$ cat src/rtl/sbhm_pkg.sv
// package: sizes, codes and word types of the spatial block hash map
package sbhm_pkg;

  localparam int HASH_BUCKETS = 256;
  localparam int POOL_ENTRIES = 1024;
  localparam int COORD_BITS   = 16;

  localparam int BKT_W  = $clog2(HASH_BUCKETS);
  localparam int SLOT_W = $clog2(POOL_ENTRIES);
  localparam int PTR_W  = $clog2(POOL_ENTRIES + 1);
  localparam int KEY_W  = 3 * COORD_BITS;
  localparam int CLR_N  = (HASH_BUCKETS > POOL_ENTRIES) ? HASH_BUCKETS : POOL_ENTRIES;
  localparam int CLR_W  = $clog2(CLR_N);
  localparam int Q_DEPTH = 2;
  localparam int Q_W     = $clog2(Q_DEPTH);

  localparam logic [PTR_W-1:0] NIL = PTR_W'(POOL_ENTRIES);

  typedef enum logic [1:0] {
    CMD_FIND   = 2'd0,
    CMD_GIVE   = 2'd1,
    CMD_REMOVE = 2'd2,
    CMD_SPARE  = 2'd3
  } cmd_t;

  typedef enum logic [2:0] {
    ST_HIT      = 3'd0,
    ST_INSERTED = 3'd1,
    ST_MISS     = 3'd2,
    ST_REMOVED  = 3'd3,
    ST_FULL     = 3'd4
  } status_t;

  typedef enum logic [2:0] {
    BK_INIT,
    BK_IDLE,
    BK_HEAD,
    BK_WALK,
    BK_FIN
  } bk_state_t;

  typedef struct packed {
    logic [1:0]         cmd;
    logic signed [15:0] pos_x;
    logic signed [15:0] pos_y;
    logic signed [15:0] pos_z;
  } command_t;

  typedef struct packed {
    logic [2:0]        status;
    logic [SLOT_W-1:0] slot;
    logic [10:0]       live_count;
  } result_t;

  typedef struct packed {
    logic [1:0]       cmd;
    logic [BKT_W-1:0] bucket;
    logic [KEY_W-1:0] key;
  } item_t;

  typedef struct packed {
    logic full;
    logic empty;
  } q_status_t;

endpackage

$ cat src/rtl/sbhm_front.sv
// front: takes command words, hashes the coordinate and packs the key
module sbhm_front import sbhm_pkg::*; (
  input  logic      start,
  input  logic      busy,
  input  command_t  command,
  output logic      push,
  output item_t     item
);

  logic [31:0] sx, sy, sz, h;

  always_comb begin
    sx = {{(32-COORD_BITS){command.pos_x[COORD_BITS-1]}}, command.pos_x[COORD_BITS-1:0]};
    sy = {{(32-COORD_BITS){command.pos_y[COORD_BITS-1]}}, command.pos_y[COORD_BITS-1:0]};
    sz = {{(32-COORD_BITS){command.pos_z[COORD_BITS-1]}}, command.pos_z[COORD_BITS-1:0]};
    h  = sx + (sy << 3) + (sz << 6);
    item.cmd    = command.cmd;
    item.bucket = h[BKT_W-1:0];
    item.key    = {command.pos_z[COORD_BITS-1:0], command.pos_y[COORD_BITS-1:0],
                   command.pos_x[COORD_BITS-1:0]};
    push = start && !busy;
  end

endmodule

$ cat config.mk
export PLATFORM = sky130hd
export DESIGN_NAME = sbhm_front
export DESIGN_NICKNAME = d
export VERILOG_FILES = /design/src/rtl/sbhm_pkg.sv /design/src/rtl/sbhm_front.sv
export SDC_FILE = /design/constraint.sdc
export NUM_CORES = 1
export LEC_CHECK = 0
export ABC_AREA = 1
export BUFFER_PORTS_ARGS = -buffer_cell sky130_fd_sc_hd__buf_2
export CORE_MARGIN = 4
export CORE_UTILIZATION = 31
export DETAILED_ROUTE_END_ITERATION = 6
export PLACE_DENSITY = 0.9
export REMOVE_ABC_BUFFERS = 1
export SLEW_MARGIN = 30
export SYNTH_ARGS = -nofsm -noshare
export SYNTH_HDL_FRONTEND = slang
export SYNTH_SLANG_ARGS = --single-unit
$ cat constraint.sdc
create_clock -name vclk -period 5.3
set_input_delay 1.325 -clock vclk [all_inputs]
set_output_delay 1.325 -clock vclk [all_outputs]
set_load 0.02 [all_outputs]
# [Word-level counts from Yosys, hierarchy flattened]
# Index checks and enable logic that the tools add are counted.
[classes] n_addsub=2 n_reduce_logical=2
[op_table] operator="$add 8x8->8" count=2
[op_table] operator="$logic_and 1x1->1" count=1
[op_table] operator="$logic_not 1->1" count=1
[word_totals] register_bits=0 input_bits=52 output_inout_bits=59 wordCells=4

# [Depth between registers and ports, before layout]
# Gate-level depths: netlist (run 1).
[depth] ltp_word=2 mapped_depth=8 mapped_depth_nobuf=8

# [Worst setup path after synthesis (run 1)]
# No wires, ideal clock.
[synth_timing] path_kind="input -> output" startpoint="input command[0] (netlist name)" endpoint="output item[55] (netlist name)" arrival_ns=2.575 required_time_ns=3.975 slack_ns=1.400 stages=7 path_buffers=0 cell_sequence="fa_1 ha_1 a21oi_1 nand2_1 inv_1 nand2_1 nand2_1"
[synth_lines] item="start, declared" line_no="sbhm_front.sv:5" text="input command_t command,"
[synth_lines] item="end, declared" line_no="sbhm_front.sv:7" text="output item_t item"

==> flow_summary.ini, run 1 <==
[clocking]
post_cts_resized = 0
post_cts_buffers = 0
cts_hold_buf = 0

[die]
rows = 16
die_area_um2 = 2890
fp.dieH_um = 53.7
die_w_um = 53.7
core_area_um2 = 1980
top_level_ports = 111
initial_utilization = 0.327

[setup_path]
critPathLaunchType = input port
path_class = in -> out
cp-end-kind = output port
crit_end = item[55]
crit_required_ps = 3970
crit_slowest_cell = fa_1
crit_path_cell_trace = buf_2 > fa_1 > ha_1 > a21oi_1 > nand2_1 > inv_1 > nand2_1 > nand2_1 > buf_2
crit_arrival_ps = 2810
critPathMostFrequentCell = nand2_1
cp_slowest_stage_delay_ps = 480
path_max_fanout = 3
cp-startpoint = command[0]

[finish]
clock_buffers = 0
seq_cells = 0
nets = 135
layout_commonest_cell = buf_2
area_delta_synth_final_pct = -31.5
register_area_um2 = 0
diodes = 0
drive_above_1_share = 0.452
final_cell_mix = buf_2 (32), nand2_1 (15), inv_1 (11)

[pwr]
ir_drop_mv = 0.0368
p_leak_nw = 0.300
p_total_uw = 57.7
power.density_nw_per_um2 = 130

[timing]
worstMarginPinSlew_ps = 125
slew_viol_final = 0
setup_tns_ps = 0
timing.final.crit_share = 0.781
slew-limit-headroom = 0.916
rsz0062_at_grt = no
min_period_ps = 4140
timing.fmax_ghz = 0.242
whs_ps = 2650
hold_violations = 0
setup_viol = 0

[yosys]
synth_cell_types = 10
syn_inst = 94
yosysWarningCount = 0
syn_area_per_cell_um2 = 6.89
syn-cell-area_um2 = 648
yosysSeqAreaShare = 0

[placement]
io_buffers = 32
post-dp-hpwl_mm = 2.57
place_congestion = 0.657

[global_routing]
grt_usage = 0.180
grt_max_degree = 5
grt_overflow = 0
antenna_found_initial = 0
grt_pass1_vias = 382
grt_pass1_wl_mm = 3.16

[route]
drt_wl_total_mm = 2.64
wl_per_cell_um = 26.4
via_per_inst = 3.98
vias = 398
drc_errors = 0
drt_iter0_drc = 1
detail-route-antenna-nets = 0
dr.pass1.iters = 2

[outcome]
status = complete, no violations

[hold_path]
hp-class = in -> out

[job]
drv_cap = 0
critical path: cells and delay by family:
kind                     cells  cell delay [ps]
AND/OR/NAND/NOR              3              160
adder cells (fa/ha/maj)      2              830
AO/OA/AOI/OAI                1              170
buffers and inverters        3              320
kinds of logic (layout without fill, tap and decap cells):
logic type	Yosys count	count (layout)	synth area share
xor gates and xnor gates	1	1	0.0135
buffers and inverters	64	43	0.678
adders and majority gates	8	8	0.178
and+or+nand+nor	20	20	0.124
AOI/OAI and AO/OA	1	1	0.00771
layer usage:
layer / GRT usage / vias to the layer above / part of all wire
li1: - / 185 / -
met1: 0.117 / 145 / 0.20
met2: 0.268 / 66 / 0.40
met3: 0.296 / 2 / 0.40
met4: 0.0128 / 0 / 0.0087
met5: 0 / - / 0
Yosys cell counts (all sizes together):
library cell / instances / area (µm²)
nand3: 2 / 10.0
xnor2: 1 / 8.76
nor2: 3 / 13.8
a21oi: 1 / 5.00
inv: 11 / 41.3
ha: 6 / 75.1
buf: 53 / 398
fa: 2 / 40.0
nand2: 15 / 56.3
area by class of cell:
class	instances	area (µm²)
fill	232	1540
multi-input combinational	30	209
timing repair buffer	32	160
inverter	11	41.3
tap	27	33.8
metrics by stage:
stage	cells	setup WS, ps	area (µm²)	util
3_5_place_dp	100	1160	444	0.224
4_1_cts	100	1160	444	0.224
2_1_floorplan	41	1400	250	-
5_1_grt	100	1100	444	0.224
6_report	100	1160	444	0.224
3_3_place_gp	100	1190	444	0.224
power by group:
part | switching, mW | internal (mW) | total (mW)
registers | 0 | 0 | 0
clock network | 0 | 0 | 0
logic | 0.0359 | 0.0218 | 0.0577
worst min-delay path by stage:
stage          cells after the start   startpoint  slack, ps        to
6_report                           0   command[3]       2650  item[35]
5_1_grt                            0   command[3]       2650  item[35]
4_1_cts                            0  command[25]       2650  item[25]
3_5_place_dp                       0  command[25]       2650  item[25]
3_3_place_gp                       0  command[25]       2650  item[25]
2_1_floorplan                      0  command[32]       2650   item[0]
Power figures use the tool's default switching activity.
==> inputs of run 2 (changes only) <==
--- a/config.mk
+++ b/config.mk
@@ -8,9 +8,9 @@
 export ABC_AREA = 1
 export BUFFER_PORTS_ARGS = -buffer_cell sky130_fd_sc_hd__buf_2
 export CORE_MARGIN = 4
-export CORE_UTILIZATION = 31
+export CORE_UTILIZATION = 26
 export DETAILED_ROUTE_END_ITERATION = 6
-export PLACE_DENSITY = 0.9
+export PLACE_DENSITY = 0.81
 export REMOVE_ABC_BUFFERS = 1
 export SLEW_MARGIN = 30
 export SYNTH_ARGS = -nofsm -noshare
==> constraint.sdc (replaced) <==
create_clock -name vclk -period 3.4
set_input_delay 0.85 -clock vclk [all_inputs]
set_output_delay 0.85 -clock vclk [all_outputs]
set_load 0.02 [all_outputs]
==> run 2 against run 1 <==
Against the previous run: via count up 1.0%; first-iteration DRC count up 100%; power up 57%; final cell count up 1.0%; routed wire length up 5.4%.
==> flow_summary.ini, run 2 (synthesized netlist as in run 1, its figures left out) <==
[global_routing]
grt-busiest-layer = met3
use_met1 = 0.0711
grt_pass1_wl_mm = 3.28
grt_max_degree = 5
grtUsageMet3 = 0.298
antenna_found_initial = 0
grtUsageMet2 = 0.247
grt_usage = 0.155
grt_overflow = 0
grt_pass1_vias = 363

[hold_path]
hp-class = in -> out

[timing]
worstMarginPinSlew_ps = 113
slew_viol_final = 0
min_period_ps = 3170
rsz0062_at_grt = no
timing.final.crit_share = 0.932
setup_viol = 0
slew-limit-headroom = 0.924
timing.fmax_ghz = 0.316
whs_ps = 1700
fin_ws_ps = 232
setup_tns_ps = 0
hold_violations = 0

[setup_path]
cp_slowest_stage_delay_ps = 480
crit_arrival_ps = 2320
crit_path_cell_trace = buf_2 > fa_1 > ha_1 > a21oi_1 > nand2_1 > inv_1 > nand2_1 > nand2_1 > buf_2
critPathLaunchType = input port
path_class = in -> out
critPathMostFrequentCell = nand2_1
crit_slowest_cell = fa_1
cp-end-kind = output port
path_max_fanout = 3
crit_required_ps = 2550

[placement]
io_buffers = 32
dp.cells = 101
dpl_worst_slack_ps = 224
post-dp-hpwl_mm = 2.72
place_congestion = 0.683

[route]
drc_errors = 0
detail-route-antenna-nets = 0
vias = 402
via_per_inst = 3.98
wl_per_cell_um = 27.6
drt_wl_total_mm = 2.78
drt_iter0_drc = 2
dr.pass1.iters = 2

[die]
die_w_um = 57.9
fp.dieH_um = 57.9
initial_utilization = 0.282
core_area_um2 = 2300
top_level_ports = 111
die_area_um2 = 3360
rows = 17

[finish]
nets = 135
layout_commonest_cell = buf_2
fill_cells = 277
register_area_um2 = 0
multiInputGateArea_um2 = 209
diodes = 0
final_cell_mix = buf_2 (32), nand2_1 (15), inv_1 (11)
area_delta_synth_final_pct = -31.3
clock_buffers = 0
drive_above_1_share = 0.452
seq_cells = 0
stdcell_count = 101

[pwr]
ir_drop_mv = 0.0834
power.density_nw_per_um2 = 203
p_total_uw = 90.3
p_leak_nw = 0.300

[clocking]
post_cts_resized = 0
post_cts_buffers = 0
cts_hold_buf = 0

[outcome]
status = complete, no violations

[job]
drv_cap = 0
==> run 2: cell counts in the layout (fill, tap and decap cells not counted) <==
No cell type changed its count.
==> run 2: report_power, final <==
part	total (mW)	leakage, nW	internal [mW]	switching (mW)
registers	0	0	0	0
logic	0.0903	0.300	0.0341	0.0562
clock network	0	0	0	0
total	0.0903	0.300	0.0341	0.0562
==> run 2: routing by layer <==
| layer | up-vias | share of wire |
|---|---|---|
| met5 | - | 0 |
| li1 | 186 | - |
| met1 | 143 | 0.15 |
| met3 | 0 | 0.42 |
| met4 | 0 | 0 |
| met2 | 73 | 0.43 |
==> run 2: metrics by stage <==
step | utilization | cell area, µm²
floorplan | - | 250
global placement | 0.194 | 445
detailed placement | 0.194 | 445
CTS | 0.194 | 445
global route | 0.194 | 445
finish | 0.194 | 445
==> run 2: worst max-delay path, delay by kind of cell <==
| family | cells | cell delay (ps) |
|---|---|---|
| compound gates | 1 | 150 |
| simple gates | 3 | 160 |
| buf+inv | 3 | 330 |
| fa+ha+maj | 2 | 830 |
==> run 2: final timing paths <==
path                  slack (ps)  endpoint       start  cells past startpoint
worst max-delay path         230  item[55]  command[0]                      9
worst min-delay path        1700  item[38]  command[6]                      0
==> run 2: final cells by class <==
type	instances	share of cell area
tap	28	0.0787
timing repair buffer	32	0.360
inverter	11	0.0927
multi-input combinational	30	0.469
