$ cat src/rtl/sbhm_pkg.sv
// package: sizes, codes and word types of the spatial block hash map
package sbhm_pkg;

  localparam int HASH_BUCKETS = 256;
  localparam int POOL_ENTRIES = 1024;
  localparam int COORD_BITS   = 16;

  localparam int BKT_W  = $clog2(HASH_BUCKETS);
  localparam int SLOT_W = $clog2(POOL_ENTRIES);
  localparam int PTR_W  = $clog2(POOL_ENTRIES + 1);
  localparam int KEY_W  = 3 * COORD_BITS;
  localparam int CLR_N  = (HASH_BUCKETS > POOL_ENTRIES) ? HASH_BUCKETS : POOL_ENTRIES;
  localparam int CLR_W  = $clog2(CLR_N);
  localparam int Q_DEPTH = 2;
  localparam int Q_W     = $clog2(Q_DEPTH);

  localparam logic [PTR_W-1:0] NIL = PTR_W'(POOL_ENTRIES);

  typedef enum logic [1:0] {
    CMD_FIND   = 2'd0,
    CMD_GIVE   = 2'd1,
    CMD_REMOVE = 2'd2,
    CMD_SPARE  = 2'd3
  } cmd_t;

  typedef enum logic [2:0] {
    ST_HIT      = 3'd0,
    ST_INSERTED = 3'd1,
    ST_MISS     = 3'd2,
    ST_REMOVED  = 3'd3,
    ST_FULL     = 3'd4
  } status_t;

  typedef enum logic [2:0] {
    BK_INIT,
    BK_IDLE,
    BK_HEAD,
    BK_WALK,
    BK_FIN
  } bk_state_t;

  typedef struct packed {
    logic [1:0]         cmd;
    logic signed [15:0] pos_x;
    logic signed [15:0] pos_y;
    logic signed [15:0] pos_z;
  } command_t;

  typedef struct packed {
    logic [2:0]        status;
    logic [SLOT_W-1:0] slot;
    logic [10:0]       live_count;
  } result_t;

  typedef struct packed {
    logic [1:0]       cmd;
    logic [BKT_W-1:0] bucket;
    logic [KEY_W-1:0] key;
  } item_t;

  typedef struct packed {
    logic full;
    logic empty;
  } q_status_t;

endpackage

$ cat src/rtl/sbhm_queue.sv
// short queue of classified words between front and back
module sbhm_queue import sbhm_pkg::*; (
  input  logic      clk,
  input  logic      rst,
  input  logic      push,
  input  item_t     push_item,
  input  logic      pop,
  output item_t     pop_item,
  output q_status_t stat
);

  item_t          store [Q_DEPTH];
  logic [Q_W-1:0] wr_ptr, rd_ptr;
  logic [Q_W:0]   fill;

  always_ff @(posedge clk) begin
    if (rst) begin
      wr_ptr <= '0;
      rd_ptr <= '0;
      fill   <= '0;
    end else begin
      if (push) begin
        wr_ptr <= wr_ptr + 1'b1;
      end
      if (pop) begin
        rd_ptr <= rd_ptr + 1'b1;
      end
      fill <= fill + (Q_W+1)'(push) - (Q_W+1)'(pop);
    end
  end

  always_ff @(posedge clk) begin
    if (push) begin
      store[wr_ptr] <= push_item;
    end
  end

  always_comb begin
    pop_item   = store[rd_ptr];
    stat.full  = (fill == (Q_W+1)'(Q_DEPTH));
    stat.empty = (fill == '0);
  end

endmodule

$ cat config.mk
export PLATFORM = sky130hd
export DESIGN_NAME = sbhm_queue
export DESIGN_NICKNAME = d
export VERILOG_FILES = /design/src/rtl/sbhm_pkg.sv /design/src/rtl/sbhm_queue.sv
export SDC_FILE = /design/constraint.sdc
export NUM_CORES = 1
export LEC_CHECK = 0
export BUFFER_PORTS_ARGS = -buffer_cell sky130_fd_sc_hd__buf_4
export CAP_MARGIN = 15
export CORE_MARGIN = 1.5
export CORE_UTILIZATION = 52
export CTS_CLUSTER_SIZE = 24
export DETAILED_ROUTE_END_ITERATION = 12
export GPL_ROUTABILITY_DRIVEN = 1
export PLACE_DENSITY = 0.79
export SKIP_LAST_GASP = 1
export SLEW_MARGIN = 10
export SYNTH_ARGS = -nofsm -noshare
export SYNTH_HDL_FRONTEND = slang
export SYNTH_SLANG_ARGS = --single-unit
$ cat constraint.sdc
create_clock -name clk -period 4 [get_ports clk]
set_clock_uncertainty 0.1 [all_clocks]
set_input_delay 0.4 -clock clk [delete_from_list [all_inputs] [get_ports clk]]
set_output_delay 0.4 -clock clk [all_outputs]
set_load 0.01 [all_outputs]
======== Word level (Yosys, flattened, before mapping) ========
Memory sizes are Yosys's and may differ from the RTL's. A register that Yosys moved wholly into a read port is not among the register bits.
Index checks and enable logic that the tools add are counted.
W data, S select, Z words.
storage, ports and cells
  RAM bits ................................ 116
  logic and storage cells ................. 14
  bits of input ports ..................... 62
  register bits ........................... 4
  output and inout bits ................... 60
  memories ................................ 1
operators by class
  reduce and logical (&&, ||, !) cells .... 1
  equality and inequality tests ........... 1
  add/sub/neg operators ................... 4
  multiplexer cells ....................... 4
memories
  name   words  bits a word  rd ports  clocked after Yosys merged registers in  write ports  RTL line          text
  store  2      58           1         1                                        1            sbhm_queue.sv:12  item_t store [Q_DEPTH];
operator list
  kind                   number
  $mux W1                4
  $add A1 B1 Y1 const B  2
  $add A2 B1 Y2          1
  $eq A2 B2 Y1 const B   1
  $logic_not A2 Y1       1
  $sub A2 B1 Y2          1

======== Logic depth before layout (Yosys ltp) ========
Gate-level depths: netlist of run 1.
  word-level depth ........................ 3
  depth in mapped cells ................... 6
  depth with buffers taken out ............ 6

======== Worst setup path after synthesis of run 1 ========
No wires, ideal clock.
  path type ............................... input to register
  start point ............................. input port push
  end point ............................... memory store[0][0] (netlist name), enable pin
  slack ................................... 0.461 ns
  arrival ................................. 2.958 ns
  stages on the path ...................... 1
  buffers on the path ..................... 0
  data required time ...................... 3.419 ns
  setup time .............................. 0.481 ns
  cell sequence ........................... nor2b_1
on the way
  longest elaborated chain between the ends .. 2
RTL lines
  element                        RTL line          text
  start, declared                sbhm_queue.sv:5   input logic push,
  $mux W1                        sbhm_queue.sv:33  if (push) begin
  $mux W1 (not written as such)  sbhm_queue.sv:34  store[wr_ptr] <= push_item;
  end, declared                  sbhm_queue.sv:12
Every way passes these cells.

==> results of run 1 <==
==> metal layers <==
layer,routed length (um),share of wire [%],GRT usage (%)
met1,3470,38,24.8
met2,4770,53,37.3
met3,641,7.1,8.06
met4,131,1.5,7.23
met5,0,0,0
==> power groups by stage <==
| stage | Combinational [mW] | Sequential (mW) | Clock [mW] |
|---|---|---|---|
| final | 0.432 | 1.52 | 1.45 |
| after global routing | 0.466 | 1.53 | 1.52 |
| after CTS | 0.433 | 1.52 | 1.46 |
| after detailed placement | 0.384 | 1.54 | 0 |
| after global placement | 0.374 | 1.54 | 0 |
| after floorplan | 0.206 | 1.52 | 0 |
==> registers in the layout, summed over array words and instances, names as in the netlist, named ones only <==
signal	count
store	116
wr_ptr	1
fill	2
rd_ptr	1
==> worst min-delay path by stage <==
| stage | depth (start not counted) | start | slack, ns | endpoint |
|---|---|---|---|---|
| floorplan | 1 | rst | 0.37 | fill[0] |
| global placement | 2 | rd_ptr | 0.40 | rd_ptr |
| detailed placement | 2 | rd_ptr | 0.41 | flop |
| CTS | 3 | push | 0.05 | wr_ptr |
| global route | 3 | push | 0.05 | wr_ptr |
| finish | 3 | push | 0.07 | wr_ptr |
==> Yosys cell counts, drive strengths merged <==
library cell / count
xnor2: 2
inv: 2
nor2b: 3
xnor3: 1
nor2: 5
buf: 6
ha: 2
edfxtp: 116
dfxtp: 5
and2: 1
mux2: 58
==> final cells by class <==
cell class | count | share of cell area [%]
well taps | 105 | 1.97
multi-input cells | 72 | 12.7
inverters | 2 | 0.112
clock buffers | 17 | 6.20
flip-flops and latches | 121 | 53.6
repair buffers | 184 | 23.1
clock inverters | 15 | 2.38
==> worst max-delay path, delay by kind of cell, from the launching register on <==
kind                   cells  cell delay (ns)
DFF                        1             0.88
buffers and inverters      2             0.45
muxes                      1             0.38
==> kinds of logic (layout without fill, tap and decap cells) <==
logic type / Yosys count / count (layout)
XOR/XNOR: 3 / 3
adder cells (fa/ha/maj): 2 / 2
buffers and inverters: 8 / 218
flip-flops: 121 / 121
multiplexers: 58 / 58
AND/OR/NAND/NOR: 9 / 9
==> stage by stage <==
stage          cell area (sq um)  utilization (%)  hold WS, ns  power (mW)  setup slack, ns
3_5_place_dp                5520             66.8        0.414        1.93             1.76
4_1_cts                     6680             80.9       0.0546        3.41             1.23
5_1_grt                     6680             80.9       0.0498        3.52             1.14
2_1_floorplan               4480                -        0.372        1.73            0.461
3_3_place_gp                5520             66.8        0.397        1.91             1.78
6_report                    6680             80.9       0.0655        3.40             1.26
==> run_results.csv, run 1 <==
group,metric,value,unit
run_status,status,"completed",
critical_path,reg2reg_slack,1.89,ns
logic_synthesis,synth-simple-area-share,0.978,%
placement,gp_congestion,0.701,
placement,place_inst,425,
drt,drt_iter0_drc,164,
pwr,switchingPower,0.723,mW
die,die_area,9170,sq um
cells_and_area,layout-drive-gt1-share,51.8,%
pwr,ir_drop,0.000354,V
die,core,8260,sq um
critical_path,critical_path_class,"reg -> out",
critical_path,cp_slowest_cell,"dfxtp_2",
sta,worstMarginPinSlew,1.01,ns
cells_and_area,fill_cells,441,
logic_synthesis,synth.area.top_cells,"edfxtp_1 78%, mux2_2 9.6%, mux2_4 6.7%, dfxtp_1 2.2%, buf_6 0.75%",
pwr,power_frac_clock,42.6,%
critical_path,cp.required,3.50,ns
critical_path,crit_fanout,31,
cells_and_area,layout_common_cells,"124 x buf_4, 116 x edfxtp_1, 59 x dlygate4sd3_1, 38 x mux2_2, 20 x mux2_4",
drt,drc_errors,0,
cells_and_area,num-nets-final,462,
critical_path,cp-end-kind,"output pin",
logic_synthesis,synth_compound_area_share,0,%
sta,layout_min_cycle_time,2.74,ns
flow_run,maxCapViolCount,0,
placement,dp_hpwl,5200,um
sta,rsz0062_at_grt,"false",
pwr,power_leakage,2.61,nW
pwr,p_per_area,508,nW/um^2
drt,vias,2526,
cells_and_area,diodes,0,
drt,antenna_left,0,
critical_path,worstPathCellList,"buf_12 > mux2_2 > buf_4",
critical_path,crit_path_start_kind,"flop",
clock_tree,cts-root-buf,"clkbuf_8",
cells_and_area,instances_no_fill,516,
die,io_pins,122,
clock_tree,cts.sinks,121,
clock_tree,cts_made_buffers,17,
global_routing,gr-total-overflow,0,
pwr,combPwrFrac,12.7,%
die,core.rowCount,33,
global_routing,track_usage,21.6,%
critical_path,crit_arrival,2.24,ns
logic_synthesis,synth_top_family_by_area,"multiplexers",
sta,post-route-period-util,68.4,%
die,die_h,95.8,um
sta,fin_tns_setup,0,ns
worst_hold_path,hp-class,"in -> reg",
pwr,seq_power_share,44.7,%
logic_synthesis,synth.cell_area,4480,sq um
logic_synthesis,synth_xor_area_share,0.894,%
cells_and_area,seqCellArea,3580,sq um
critical_path,critPathMaxStageDelay,0.88,ns
logic_synthesis,yosysWarnings,0,
sta,fmax,366,MHz
die,start_util,54.2,%
clock_tree,cts_hold_buffers,59,
cells_and_area,multiInputGateArea,846,sq um
drt,post_drt_wl_per_cell,17.5,um
cells_and_area,area_growth,49.3,%
critical_path,r2r-start,"wr_ptr",
critical_path,reg2regPathDepth,2,
clock_tree,cts_tree,"built",
pwr,intPower,2.67,mW
placement,port-buffer-count,121,
global_routing,antenna_found_initial,0,
logic_synthesis,ys_types,13,
drt,routed_wl,9010,um
logic_synthesis,syn_area_per_cell,22.3,sq um
clock_tree,clk_pin_slew,0.06,ns
logic_synthesis,synth-seq-area-share,80.0,%
critical_path,r2r_end,"store[1][51]",
sta,hold_viol,0,
clock_tree,cts_buffer_depth,2,
sta,finalSetupViolations,0,
global_routing,grt_pass1_wl,13800,um
logic_synthesis,yosys_register_bits,121,
critical_path,crit_path_end,"pop_item[23]",
logic_synthesis,muxShareOfSynthArea,16.3,%
global_routing,grt_max_degree,43,
clock_tree,htreeDepth,4,
die,die_w,95.8,um
sta,finalMaxSlewViolations,0,
logic_synthesis,yosys.area_share.adder,0.559,%
cells_and_area,final_common_cell,"buf_4",
logic_synthesis,yosys.area.top_type,"edfxtp_1",
global_routing,grt_pass1_vias,2722,
logic_synthesis,synth_nets,265,
clock_tree,clk_latency,0.51,ns
pwr,swShare,21.3,%
clock_tree,postCtsSetupBuffers,0,
sta,slew-limit-headroom,32.8,%
logic_synthesis,syn_inst,201,
logic_synthesis,synth_top_area_share,77.8,%
drt,via_per_inst,4.90,
drt,dr.pass1.iters,4,
clock_tree,post_cts_resized,0,
Note: power is estimated with default switching activity, not from simulation.
==> inputs of run 2 (changes only) <==
==> constraint.sdc (replaced) <==
create_clock -name clk -period 2.78 [get_ports clk]
set_clock_uncertainty 0.1 [all_clocks]
set_input_delay 0.278 -clock clk [delete_from_list [all_inputs] [get_ports clk]]
set_output_delay 0.278 -clock clk [all_outputs]
set_load 0.01 [all_outputs]
==> run_results.csv, run 2 (synthesized netlist as in run 1, its figures left out) <==
group,metric,value,unit
global_routing,gr-total-overflow,0,
critical_path,crit_arrival,1.92,ns
critical_path,cp.required,2.40,ns
global_routing,track_usage,20.4,%
global_routing,grt_max_degree,35,
worst_hold_path,hold_start,"push_item[11]",
die,core,8260,sq um
cells_and_area,area_growth,51.8,%
pwr,p_per_area,747,nW/um^2
clock_tree,cts_made_buffers,17,
die,die_area,9170,sq um
global_routing,grt_pass1_wl,13100,um
flow_run,maxCapViolCount,0,
drt,post_drt_wl_per_cell,16.9,um
clock_tree,clk_latency,0.51,ns
worst_hold_path,min_to,"store[0][11]",
cells_and_area,final_common_cell,"buf_4",
clock_tree,cts.sinks,121,
cells_and_area,fin_util,82.3,%
run_status,status,"completed",
critical_path,reg2regPathDepth,2,
die,die_w,95.8,um
cells_and_area,layout-drive-gt1-share,51.8,%
global_routing,antenna_found_initial,0,
die,start_util,54.2,%
pwr,ir_drop,0.000434,V
clock_tree,htreeDepth,4,
clock_tree,postCtsSetupBuffers,0,
critical_path,r2r_end,"store[1][44]",
cells_and_area,seqCellArea,3590,sq um
die,core.rowCount,33,
cells_and_area,regMostFlops,"store",
placement,gp_congestion,0.734,
critical_path,r2r-start,"wr_ptr",
sta,post-route-period-util,82.8,%
pwr,power_leakage,2.67,nW
clock_tree,clk_pin_slew,0.06,ns
sta,fmax,434,MHz
worst_hold_path,hp-class,"in -> reg",
cells_and_area,reg.largest.list,"store: 116 flops, fill: 2 flops",
sta,worstMarginPinSlew,0.397,ns
sta,hold-worst-slack,0.396,ns
critical_path,reg2reg_slack,1.21,ns
drt,drt_iter0_drc,93,
drt,vias,2541,
cells_and_area,largest_reg_flops,116,
clock_tree,cts_buffer_depth,2,
cells_and_area,layout_common_cells,"123 x buf_4, 116 x edfxtp_1, 62 x dlygate4sd3_1, 38 x mux2_2, 20 x mux2_4",
global_routing,grt_pass1_vias,2745,
placement,port-buffer-count,121,
drt,via_per_inst,4.89,
cells_and_area,diodes,0,
critical_path,crit_path_start_kind,"flop",
worst_hold_path,min_path_cells,2,
sta,hold_viol,0,
drt,drc_errors,0,
clock_tree,cts-root-buf,"clkbuf_8",
sta,fin_tns_setup,0,ns
cells_and_area,fill_cells,425,
sta,slew-limit-headroom,73.5,%
sta,layout_min_cycle_time,2.30,ns
placement,dp_hpwl,5030,um
sta,finalSetupViolations,0,
die,io_pins,122,
sta,rsz0062_at_grt,"false",
critical_path,critical_path_class,"reg -> out",
critical_path,crit_fanout,34,
cells_and_area,multiInputGateArea,846,sq um
die,die_h,95.8,um
drt,dr.pass1.iters,4,
sta,finalMaxSlewViolations,0,
drt,routed_wl,8780,um
cells_and_area,num-nets-final,466,
drt,antenna_left,0,
clock_tree,cts_tree,"built",
critical_path,cp-end-kind,"output pin",
==> run 2: changes by cell type in the layout (fill, tap and decap cells not counted), moves of 2 or more <==
cell / before / now
dlygate4sd3_1: 59 / 62
buf_12: 1 / 3
bufinv_16: 3 / 5
clkinv_1: 5 / 3
==> run 2: worst max-delay path by stage <==
| stage | cells after the start | to | from | slack, ns |
|---|---|---|---|---|
| global placement | 3 | pop_item[56] | flop | 1.02 |
| detailed placement | 3 | pop_item[14] | flop | 1.0 |
| finish | 3 | pop_item[14] | flop | 0.48 |
| global route | 3 | pop_item[56] | flop | 0.41 |
| CTS | 3 | pop_item[14] | flop | 0.45 |
| floorplan | 1 | store[0][0] | wr_ptr | 0.41 |
==> run 2: through the flow <==
stage	power, mW	worst slack (ns)	cells	cell area, sq um
3_3_place_gp	2.75	1.02	426	5560
3_5_place_dp	2.77	0.999	426	5560
4_1_cts	5.11	0.452	520	6800
6_report	5.08	0.478	520	6800
2_1_floorplan	2.49	0.410	201	4480
5_1_grt	5.24	0.409	520	6800
==> run 2: repair_timing <==
item,in CTS,in global routing
gates resized for setup,0,0
hold buffers,62,0
endpoints found under the hold margin,121,0
==> run 2: layout make-up <==
type	count	share of cell area [%]
sequential	121	52.8
multi-input combinational	72	12.4
clock inverter	14	3.00
tap	105	1.93
timing repair buffer	188	23.6
inverter	2	0.110
clock buffer	18	6.15
==> run 2: routing by layer <==
| layer | track usage [%] | routed length [um] | vias up |
|---|---|---|---|
| met5 | 0 | 0 | - |
| met4 | 8.33 | 96 | 0 |
| met3 | 7.27 | 620 | 11 |
| met2 | 36.4 | 4720 | 111 |
| met1 | 21.8 | 3340 | 1226 |
| li1 | - | - | 1193 |
==> run 2: power breakdown <==
part,total [mW],internal [mW],switching [mW]
registers,2.18,2.13,0.0488
clock network,2.27,1.53,0.735
logic,0.633,0.383,0.250
total,5.08,4.04,1.03
==> run 2: critical path, stage by stage, from the launching register on <==
cell and delay, ns:
dfxtp_4 0.58, buf_12 0.28, mux2_2 0.37, buf_4 0.14
